$ cat config.mk
export PLATFORM = sky130hd
export DESIGN_NAME = capture_timestamp_extender_top
export DESIGN_NICKNAME = d
export VERILOG_FILES = /design/src/hw/rtl/cte_pkg.sv /design/src/hw/rtl/cte_lane.sv /design/src/hw/rtl/cte_merge.sv /design/src/hw/rtl/capture_timestamp_extender_top.sv
export SDC_FILE = /design/constraint.sdc
export NUM_CORES = 1
export LEC_CHECK = 0
export ABC_AREA = 0
export BUFFER_PORTS_ARGS = -buffer_cell sky130_fd_sc_hd__buf_2
export CORE_UTILIZATION = 50
export CTS_BUF_LIST = sky130_fd_sc_hd__clkbuf_4 sky130_fd_sc_hd__clkbuf_8 sky130_fd_sc_hd__clkbuf_16
export DETAILED_ROUTE_END_ITERATION = 8
export GPL_ROUTABILITY_DRIVEN = 0
export PLACE_DENSITY = 0.81
export SLEW_MARGIN = 20
export SYNTH_ARGS = -nofsm -noshare
export SYNTH_HDL_FRONTEND = slang
export SYNTH_SLANG_ARGS = --single-unit
$ cat constraint.sdc
create_clock -name clk -period 7.6 [get_ports clk]
set_clock_uncertainty 0.2 [all_clocks]
set_input_delay 0 -clock clk [delete_from_list [all_inputs] [get_ports clk]]
set_output_delay 0 -clock clk [all_outputs]
set_load 0.05 [all_outputs]
$ cat src/hw/rtl/cte_pkg.sv
// shared types and constants of the capture timestamp extender
package cte_pkg;

  localparam int CHANNELS = 4;
  localparam int IDX_W    = (CHANNELS > 1) ? $clog2(CHANNELS) : 1;
  localparam int TS_W     = 64;
  localparam int RAW_W    = 32;
  localparam int SRC_W    = 3;
  localparam int CFG_IDX_W = 1;
  localparam int CFG_W    = 4;

  // input tdata layout, lowest bit first
  localparam int UPD_LSB  = 0;
  localparam int FLG_LSB  = 1;
  localparam int CAP_LSB  = 5;
  localparam int CNT_LSB  = CAP_LSB + 4 * RAW_W;
  localparam int IN_DATA_BITS = CNT_LSB + RAW_W;
  localparam int IN_TDATA_W   = ((IN_DATA_BITS + 7) / 8) * 8;

  localparam logic [RAW_W-1:0] MARK_32 = 32'h7fff_ffff;
  localparam logic [15:0]      MARK_16 = 16'h7fff;
  localparam logic [TS_W-1:0]  STEP_32 = 64'h0000_0001_0000_0000;
  localparam logic [TS_W-1:0]  STEP_16 = 64'h0000_0000_0001_0000;

  localparam logic [SRC_W-1:0] SRC_COUNTER = 3'd4;

  typedef enum logic {
    OP_IRQ  = 1'b0,
    OP_READ = 1'b1
  } cte_op_t;

  typedef enum logic [CFG_IDX_W-1:0] {
    REG_COUNTER_IS_32BIT    = 1'b0,
    REG_CHANNEL_ENABLE_MASK = 1'b1
  } cte_reg_t;

  typedef logic [TS_W-1:0] ts_t;

  // work handed from the lanes to the merge stage
  typedef struct packed {
    logic [CHANNELS-1:0] pend;
    logic                rd;
  } cte_batch_t;

  function automatic ts_t step_of(input logic is32);
    return is32 ? STEP_32 : STEP_16;
  endfunction

endpackage

$ cat src/hw/rtl/cte_lane.sv
// one lane: extends a raw capture value against the overflow base
module cte_lane (
  input  logic                   is32,
  input  logic                   update,
  input  cte_pkg::ts_t           base,
  input  logic [cte_pkg::RAW_W-1:0] raw,
  output cte_pkg::ts_t           ts
);
  import cte_pkg::*;

  logic [RAW_W-1:0] v;
  logic             below;
  ts_t              base_adj;

  always_comb begin
    v        = is32 ? raw : {{(RAW_W-16){1'b0}}, raw[15:0]};
    below    = is32 ? (raw < MARK_32) : (raw[15:0] < MARK_16);
    // capture taken just after the wrap: count the pending overflow now
    base_adj = (update && below) ? base + step_of(is32) : base;
    ts       = base_adj | {{(TS_W-RAW_W){1'b0}}, v};
  end

endmodule

$ cat src/hw/rtl/cte_merge.sv
// merge stage: holds one item's lane results and sends them out one beat a cycle unless out_tready stalls
module cte_merge (
  input  logic                  clk,
  input  logic                  rst_n,
  input  logic                  load,
  input  cte_pkg::cte_batch_t   ld_batch,
  input  cte_pkg::ts_t          ld_ts [cte_pkg::CHANNELS],
  output logic                  can_load,
  output logic                  out_tvalid,
  input  logic                  out_tready,
  output logic [cte_pkg::TS_W-1:0]  out_tdata,
  output logic [cte_pkg::SRC_W-1:0] out_tuser,
  output logic                  out_tlast
);
  import cte_pkg::*;

  logic [CHANNELS-1:0] pend_r, pend_nxt;
  logic                rd_r, rd_nxt;
  ts_t                 ts_r [CHANNELS];
  logic                vld_r, vld_nxt;
  ts_t                 data_r, data_nxt;
  logic [SRC_W-1:0]    src_r, src_nxt;
  logic                last_r, last_nxt;

  logic [IDX_W-1:0]    sel;
  logic [CHANNELS-1:0] rest;
  logic                have, out_free, emit;

  always_comb begin
    sel = '0;
    for (int i = CHANNELS - 1; i >= 0; i--) begin
      if (pend_r[i]) sel = IDX_W'(i);
    end
  end

  always_comb begin
    have     = |pend_r;
    out_free = !vld_r || out_tready;
    emit     = have && out_free;
    rest     = pend_r & ~(CHANNELS'(1) << sel);
    can_load = !have || (emit && (rest == '0));
  end

  always_comb begin
    pend_nxt = pend_r;
    rd_nxt   = rd_r;
    if (load) begin
      pend_nxt = ld_batch.pend;
      rd_nxt   = ld_batch.rd;
    end else if (emit) begin
      pend_nxt = rest;
    end

    vld_nxt  = vld_r;
    data_nxt = data_r;
    src_nxt  = src_r;
    last_nxt = last_r;
    if (emit) begin
      vld_nxt  = 1'b1;
      data_nxt = ts_r[sel];
      src_nxt  = rd_r ? SRC_COUNTER : SRC_W'(sel);
      last_nxt = (rest == '0);
    end else if (out_tready) begin
      vld_nxt = 1'b0;
    end
  end

  always_ff @(posedge clk) begin
    if (!rst_n) begin
      pend_r <= '0;
      rd_r   <= 1'b0;
      vld_r  <= 1'b0;
    end else begin
      pend_r <= pend_nxt;
      rd_r   <= rd_nxt;
      vld_r  <= vld_nxt;
    end
  end

  always_ff @(posedge clk) begin
    if (load) begin
      for (int i = 0; i < CHANNELS; i++) ts_r[i] <= ld_ts[i];
    end
    data_r <= data_nxt;
    src_r  <= src_nxt;
    last_r <= last_nxt;
  end

  assign out_tvalid = vld_r;
  assign out_tdata  = data_r;
  assign out_tuser  = src_r;
  assign out_tlast  = last_r;

endmodule

$ cat src/hw/rtl/capture_timestamp_extender_top.sv
// top level of the capture timestamp extender: config, overflow base, lanes and merge
//
//  channel   | dir | tdata (low bit up)                                  | tuser         | tlast
//  in_       | in  | update_flag, capture_flags, capture_value_0..3,     | operation     | -
//            |     | counter_value, 3 zero pad bits                      |               |
//  out_      | out | timestamp                                           | source        | last_of_run
//  cfg_      | in  | we / index / wdata: counter_is_32bit, channel_enable_mask
//
// an item is taken in a single handshake; all four lanes extend their values at once
// the merge stage sends one result beat per cycle unless out_tready stalls it, so an item
// with results holds the input until its last result is sent on; one with none does not hold it
// reset clears the overflow base, both config registers and the output valid
// out_tready low holds the output beat; the input stalls until the last result
// of the previous item moves into the output register
module capture_timestamp_extender_top (
  input  logic                               clk,
  input  logic                               rst_n,
  input  logic                               in_tvalid,
  output logic                               in_tready,
  // update_flag, capture_flags, capture_value_0..3, counter_value, pad
  input  logic [cte_pkg::IN_TDATA_W-1:0]     in_tdata,
  // operation
  input  logic [0:0]                         in_tuser,
  output logic                               out_tvalid,
  input  logic                               out_tready,
  // timestamp
  output logic [cte_pkg::TS_W-1:0]           out_tdata,
  // source
  output logic [cte_pkg::SRC_W-1:0]          out_tuser,
  output logic                               out_tlast,
  input  logic                               cfg_we,
  input  logic [cte_pkg::CFG_IDX_W-1:0]      cfg_index,
  input  logic [cte_pkg::CFG_W-1:0]          cfg_wdata
);
  import cte_pkg::*;

  logic                is32_r;
  logic [CHANNELS-1:0] ena_r;
  ts_t                 base_r, base_nxt;

  logic                accept, is_read, update;
  logic [CHANNELS-1:0] flags;
  logic [RAW_W-1:0]    raw [CHANNELS];
  ts_t                 lane_ts [CHANNELS];
  cte_batch_t          batch;
  logic                can_load;

  assign accept    = in_tvalid && in_tready;
  assign in_tready = can_load;
  assign is_read   = (cte_op_t'(in_tuser[0]) == OP_READ);
  assign update    = in_tdata[UPD_LSB];
  assign flags     = in_tdata[FLG_LSB +: CHANNELS];

  // lane 0 also serves the counter read
  always_comb begin
    for (int i = 0; i < CHANNELS; i++) raw[i] = in_tdata[CAP_LSB + i * RAW_W +: RAW_W];
    if (is_read) raw[0] = in_tdata[CNT_LSB +: RAW_W];
  end

  for (genvar g = 0; g < CHANNELS; g++) begin : g_lane
    cte_lane u_lane (
      .is32   (is32_r),
      .update (update),
      .base   (base_r),
      .raw    (raw[g]),
      .ts     (lane_ts[g])
    );
  end

  always_comb begin
    batch.rd   = is_read;
    batch.pend = is_read ? CHANNELS'(1) : (flags & ena_r);
    base_nxt   = base_r;
    if (accept && !is_read && update) base_nxt = base_r + step_of(is32_r);
  end

  always_ff @(posedge clk) begin
    if (!rst_n) begin
      is32_r <= 1'b0;
      ena_r  <= '0;
      base_r <= '0;
    end else begin
      base_r <= base_nxt;
      if (cfg_we) begin
        unique case (cte_reg_t'(cfg_index))
          REG_COUNTER_IS_32BIT:    is32_r <= cfg_wdata[0];
          REG_CHANNEL_ENABLE_MASK: ena_r  <= cfg_wdata[CHANNELS-1:0];
          default: ;
        endcase
      end
    end
  end

  cte_merge u_merge (
    .clk        (clk),
    .rst_n      (rst_n),
    .load       (accept),
    .ld_batch   (batch),
    .ld_ts      (lane_ts),
    .can_load   (can_load),
    .out_tvalid (out_tvalid),
    .out_tready (out_tready),
    .out_tdata  (out_tdata),
    .out_tuser  (out_tuser),
    .out_tlast  (out_tlast)
  );

`ifndef SYNTH
  a_base_hold: assert property (@(posedge clk) disable iff (!rst_n)
    (accept && (is_read || !update)) |=> (base_r == $past(base_r)))
    else $error("overflow base moved without an overflow interrupt");

  a_base_step: assert property (@(posedge clk) disable iff (!rst_n)
    (accept && !is_read && update) |=> (base_r == $past(base_r) + step_of($past(is32_r))))
    else $error("overflow base did not advance by one step");

  a_counter_last: assert property (@(posedge clk) disable iff (!rst_n)
    (out_tvalid && (out_tuser == SRC_COUNTER)) |-> out_tlast)
    else $error("counter read beat not marked last");

  a_src_range: assert property (@(posedge clk) disable iff (!rst_n)
    out_tvalid |-> (out_tuser <= SRC_COUNTER))
    else $error("source code out of range");
`endif

endmodule

# --- Yosys cells after proc, flatten, opt, wreduce, memory -nomap -nowiden ---
# Memory sizes are Yosys's and may differ from the RTL's. A register that Yosys moved wholly into a read port is not among the register bits.
# Index checks and enable logic that the tools add are counted.
classes:
  addsub: 1
  mul: 0
  n_div: 0
  magnitude_cmp: 8
  eq_ne: 0
  n_shift: 1
  n_mux: 26
  n_bitwise: 8
  reduce_logical: 20
ops:
  columns: ["cell", "n"]
  rows:
  - ["64-bit 2-to-1 mux", 4]
  - ["64-bit by 32-bit bitwise OR with 64-bit output", 4]
  - ["32-bit 2-to-1 mux", 5]
  - ["32-bit by 31-bit less-than comparator with 1-bit output, second input constant", 4]
  - ["64-bit adder", 1]
  - ["16-bit by 15-bit less-than comparator with 1-bit output, second input constant", 4]
  - ["33-bit 2-to-1 mux", 1]
  - ["4-bit 2-to-1 mux", 3]
  - ["1-bit logical AND", 9]
  - ["4-bit AND", 2]
  - ["1-bit 2-to-1 mux", 8]
  - ["2-bit 2-to-1 mux", 4]
  - ["4-bit zero test", 1]
  - ["4-bit inverter", 1]
  - ["2-bit AND reduction", 2]
  - ["2-bit nonzero test", 2]
  - ["4-bit OR reduction", 1]
  - ["1-bit by 2-bit << shifter with 4-bit output, first input constant", 1]
  - ["1-bit zero test", 3]
  - ["3-bit 2-to-1 mux", 1]
  - ["1-bit logical OR", 2]
  - ["1-bit inverter", 1]
totals:
  ff_bits: 79
  latchBits: 0
  mem_bits_rw: 256
  romBits: 0
  in_bits: 179
  output_inout_bits: 70
  elab_cells: 74
  n_memories: 1
memory_table:
  columns: ["name", "words", "word_bits", "rd", "rd_clocked_by_memory_dff", "wr", "line_no", "source"]
  rows:
  - ["u_merge.ts_r", 4, 64, 1, 1, 4, "cte_merge.sv:19", "ts_t ts_r [CHANNELS];"]

# --- Depth between registers and ports, before layout ---
depth:
  word_depth: 13
  ltp_mapped: 13

# --- By module ---
# From an unflattened synthesis, not the netlist that was laid out.
unflattened:
  cells_unflattened: 1999
  area_unflattened_um2: 21370.5
by_module_without_submodules:
  columns: ["mod", "n_inst", "cells_each", "area_per_inst_um2"]
  rows:
  - ["cte_merge", 1, 666, 12117.9]
  - ["cte_lane", 4, 241, 1532.7]
  - ["capture_timestamp_extender_top", 1, 369, 3121.7]

# --- Worst setup path after synthesis ---
# OpenSTA, ideal clock, no wires.
synth_path:
  path_type: "reg-to-reg"
  startpoint: "register u_merge.vld_r (netlist: u_merge.out_tvalid)"
  endpoint: "memory u_merge.ts_r[0][0] (netlist name), enable pin"
  setup_time_ns: 0.605
  arrival_ns: 5.958
  required_ns: 6.795
  path_slack_ns: 0.836
  stages_incl_launch_ff: 5
  path_cell_list: "dfxtp_1 nor2b_1 nor2_1 a311oi_2 inv_1"
synth_lines:
  columns: ["item", "line_no", "source"]
  rows:
  - ["start: declaration", "cte_merge.sv:20", "logic vld_r, vld_nxt;"]
  - ["start signal: assignment", "cte_merge.sv:76", "vld_r <= vld_nxt;"]
  - ["end: declaration", "cte_merge.sv:19", null]

==> results.md <==
Worst hold path:
- The hold path startpoint is in_tdata[108].
- The depth of the worst hold-timing path is 2.
- The path class of the tightest hold or removal check is in -> reg.
- The endpoint with the worst hold slack is u_merge.ts_r[3][7].

Logic synthesis:
- Counting flops with a built-in enable in the synthesized netlist gives 324.
- The most used flip-flop cell after synthesis is sky130_fd_sc_hd__edfxtp_1.
- The synthesized design contains 383 register bits.
- For this run, the register share of the synthesized area comes to 0.588.
- Counting flops with an async set or reset pin after synthesis yields a share of 0.
- The Yosys warning count is 0.
- The post-synthesis cell type count is 60.
- The post-synthesis cell area is 18600 um2.
- Synthesis produced a netlist with a net count of 1819.
- The synthesized netlist cell count is 1637.
- The mean cell area of the mapped netlist is 11.3 um2.

Pwr:
- The logic gate share of total power is 0.112.
- Cell internal power was estimated by the tool at 3.79 mW.
- Of the total power, the clock network draws 0.391.
- The switching power is 1.28 mW.
- VDD sags by at most 135 uV.
- The reported leakage power is 9.57 nW.
- The share of total power dissipated in sequential elements is 0.497.
- The total power divided by cell area is 216 nW/um2.
- Of the total power, the share spent switching nets is 0.252.

Route:
- For this block, the via count after detailed routing is 15400.
- The final layout contains routed wiring with a total length of 57600 um.
- The first TritonRoute pass finished after 6 iterations.
- After the first detailed-routing iteration, the DRC count stood at 1927.
- The wire length per cell after detailed routing is 22.8 um.
- The via density per instance is 6.08.
- The number of remaining DRC errors is 0.
- The count of nets left with antenna violations after detail routing is 0.

Floorplanning:
- The horizontal die dimension is 195 um.
- After floorplanning, the core was divided into 70 placement rows.
- The y dimension of the die is 195 um.
- During I/O placement, the number of pins put on the boundary was 249.
- The die outline area is 37900 um2.
- The initial cell density of the core is 0.508.
- The placeable core region is 36500 um2.

Timing:
- The worst-case headroom to the max-slew limit is 0.260.
- The share of the clock period used by the worst path is 0.557.
- The aggregate negative setup slack is 0 ps.
- The final setup violation count is 0.
- The highest achievable clock rate is 236 MHz.
- The measured slew at the worst slew-check pin is 1110 ps.
- The number of failing hold endpoints at the final stage is 0.
- The minimum clock period is 4240 ps.
- The worst-case setup margin in the final layout is 3360 ps.
- Setup repair after global routing left no endpoint under its margin.
- The final count of pins violating max slew came to 0.

Clock network:
- In this run, CTS created clock tree buffers numbering 39.
- The number of setup buffers added after CTS is 0.
- Once the clock tree was built, the resizer swapped 0 gates to a different size.
- The clock passes through at most 3 buffers.
- The library cell used as clock root buffer is sky130_fd_sc_hd__clkbuf_16.
- The CTS sink count is 383.
- After clock tree synthesis, the clock-pin slew on the worst setup and hold paths is 70 ps.
- The later-pin clock latency in the skew report is 560 ps.
- The count of H-tree levels built during CTS is 2.
- TritonCTS built the clock tree.

Worst setup path:
- The required time of the critical path is 7690 ps.
- The worst setup path is of the reg -> reg kind.
- The arrival time of data at the critical path endpoint is 4330 ps.
- The worst register-to-register path has a depth of 10.
- The endpoint of the worst register-to-register path is u_merge.ts_r[0][31].
- Along the worst path, the maximum fanout reaches 58.
- The origin of the critical flop-to-flop path is is32_r.
- STA classifies the critical path endpoint as a flip-flop.
- The slack of the worst reg-to-reg path is 3360 ps.
- The worst setup path is launched from a flip-flop.

Final layout:
- The post-synthesis to final-layout area growth is 26.6%.
- The utilization after layout is 0.643.
- After filler insertion, the fill cell instance count of the layout stands at 2548.
- In the layout the commonest cells are sky130_fd_sc_hd__edfxtp_1, sky130_fd_sc_hd__buf_2, sky130_fd_sc_hd__dlygate4sd3_1.
- In the final layout, the share of cells above drive strength 1 is 0.178.
- Leaving out fill and tap cells, the most frequent cell in the layout is sky130_fd_sc_hd__edfxtp_1.
- The count of cells in the finished layout, fillers not included, comes to 2526.
- The number of nets at the end of the flow is 2208.

Global routing:
- The initial antenna violation count is 0.
- The total overflow left after global routing is 0.
- The total track usage is 0.300.
- Entering global routing, the biggest net connects 170 pins.
- The via count of the first global-routing pass is 15400.
- The first-pass GRT wire length is 87600 um.

Run status:
- The flow ran to the end, and the final reports show no timing, DRC or antenna violations.

Place:
- OpenSTA, run right after detailed placement, puts the worst setup slack at 3830 ps.
- Detailed placement ended at an HPWL of 30800 um.
- Once placement completed, the tool counted placed cells totaling 2233.
- The port buffer count is 245.

Run:
- Max-cap violations in this run came to 0.
[metal layers]
metal,vias up,part of all wire,global-route usage
met2,1032,0.48,0.505
met1,7267,0.35,0.350
met5,-,0,0.00128
met3,321,0.097,0.0645
li1,6749,-,-
met4,0,0.068,0.184
[flip-flops by register name, summed over array words and instances (netlist names)]
signal              flops
is32_r                  1
u_merge.out_tvalid      1
u_merge.out_tdata      64
u_merge.out_tuser       3
u_merge.ts_r          256
u_merge.pend_r          4
base_r                 48
u_merge.rd_r            1
ena_r                   4
u_merge.out_tlast       1
[kinds of logic after synthesis]
kind of cell    Yosys count  share of synthesized area
compound gates          306                      0.101
buf+inv                 142                     0.0333
flops                   383                      0.588
mux                      93                     0.0510
fa+ha+maj                 3                    0.00202
simple gates            548                      0.148
xor+xnor                162                     0.0765
[final cells by class]
type,count,area (um2),share of cell area
timing repair buffer,483,3570,0.152
clock buffer,51,1110,0.0472
clock inverter,21,191,0.00815
tap,468,586,0.0249
sequential,383,10900,0.465
antenna,1,2.50,0.000107
inverter,7,38.8,0.00165
multi-input combinational,1112,7080,0.301
[cell usage after synthesis, drive strengths merged, types with 2 or more instances]
| cell type | count | area (um2) |
|---|---|---|
| o21a | 3 | 22.5 |
| edfxtp | 324 | 9730 |
| ha | 3 | 37.5 |
| a211oi | 4 | 30.0 |
| nor2 | 89 | 334 |
| buf | 42 | 243 |
| dfxtp | 59 | 1180 |
| nand2 | 186 | 698 |
| a221o | 4 | 40.0 |
| mux2i | 80 | 801 |
| o21ai | 129 | 649 |
| a21oi | 51 | 255 |
| inv | 7 | 26.3 |
| nand3b | 2 | 15.0 |
| xor2 | 53 | 464 |
| nand4b | 4 | 35.0 |
| mux2 | 13 | 146 |
| a21boi | 19 | 143 |
| nor3 | 11 | 60.1 |
| nand4 | 43 | 269 |
| or3 | 18 | 113 |
| and4 | 4 | 35.0 |
| nand3 | 52 | 283 |
| o2111a | 2 | 22.5 |
| xnor2 | 109 | 955 |
| nand2b | 3 | 18.8 |
| or4 | 2 | 18.8 |
| nor2b | 10 | 62.6 |
| o211a | 2 | 20.0 |
| clkbuf | 93 | 349 |
| nor4 | 10 | 62.6 |
| o211ai | 2 | 15.0 |
| and2 | 39 | 244 |
| and3 | 72 | 457 |
| o22ai | 11 | 68.8 |
| a21o | 5 | 37.5 |
| a22oi | 66 | 495 |
[power groups by stage]
stage	Combinational (mW)	Clock (mW)	Sequential [mW]
after detailed placement	0.441	0	2.55
final	0.566	1.98	2.52
after CTS	0.535	1.96	2.51
after global routing	0.592	2.06	2.53
after floorplan	0.174	0	2.66
after global placement	0.431	0	2.55
[how the worst max path moves through the flow]
| stage | from | endpoint | slack (ps) | cells after the start |
|---|---|---|---|---|
| finish | is32_r | u_merge.ts_r[0][31] | 3360 | 10 |
| floorplan | u_merge.out_tvalid | u_merge.ts_r[0][0] | 840 | 4 |
| CTS | is32_r | u_merge.ts_r[0][31] | 3590 | 10 |
| detailed placement | is32_r | u_merge.ts_r[2][51] | 3830 | 10 |
| global placement | is32_r | u_merge.ts_r[0][51] | 3890 | 10 |
| global route | is32_r | u_merge.ts_r[0][31] | 3180 | 10 |
[metrics by stage]
stage	instance area, um2	hold slack, ps	total power [mW]
global placement	20000	-7.78	2.98
detailed placement	20000	-5.72	3.00
floorplan	18600	-101	2.83
finish	23500	1.05	5.07
global route	23500	5.27	5.18
CTS	23400	1.03	5.01
[what timing repair did]
action	CTS	global route
hold buffers	218	2
setup endpoints to repair	0	0
endpoints found under the hold margin	139	54
[critical path, cell delays in order, from the launching register on]
cell                            delay, ps
sky130_fd_sc_hd__dfxtp_2              310
sky130_fd_sc_hd__buf_4                310
sky130_fd_sc_hd__inv_1                160
sky130_fd_sc_hd__ha_1                 220
sky130_fd_sc_hd__nand3_1              180
sky130_fd_sc_hd__nor2_1               830
sky130_fd_sc_hd__nand4_1              350
sky130_fd_sc_hd__a211o_1              400
sky130_fd_sc_hd__a211oi_1             250
sky130_fd_sc_hd__o311ai_0             150
sky130_fd_sc_hd__dlygate4sd3_1        600
(Power assumes the default switching activity.)
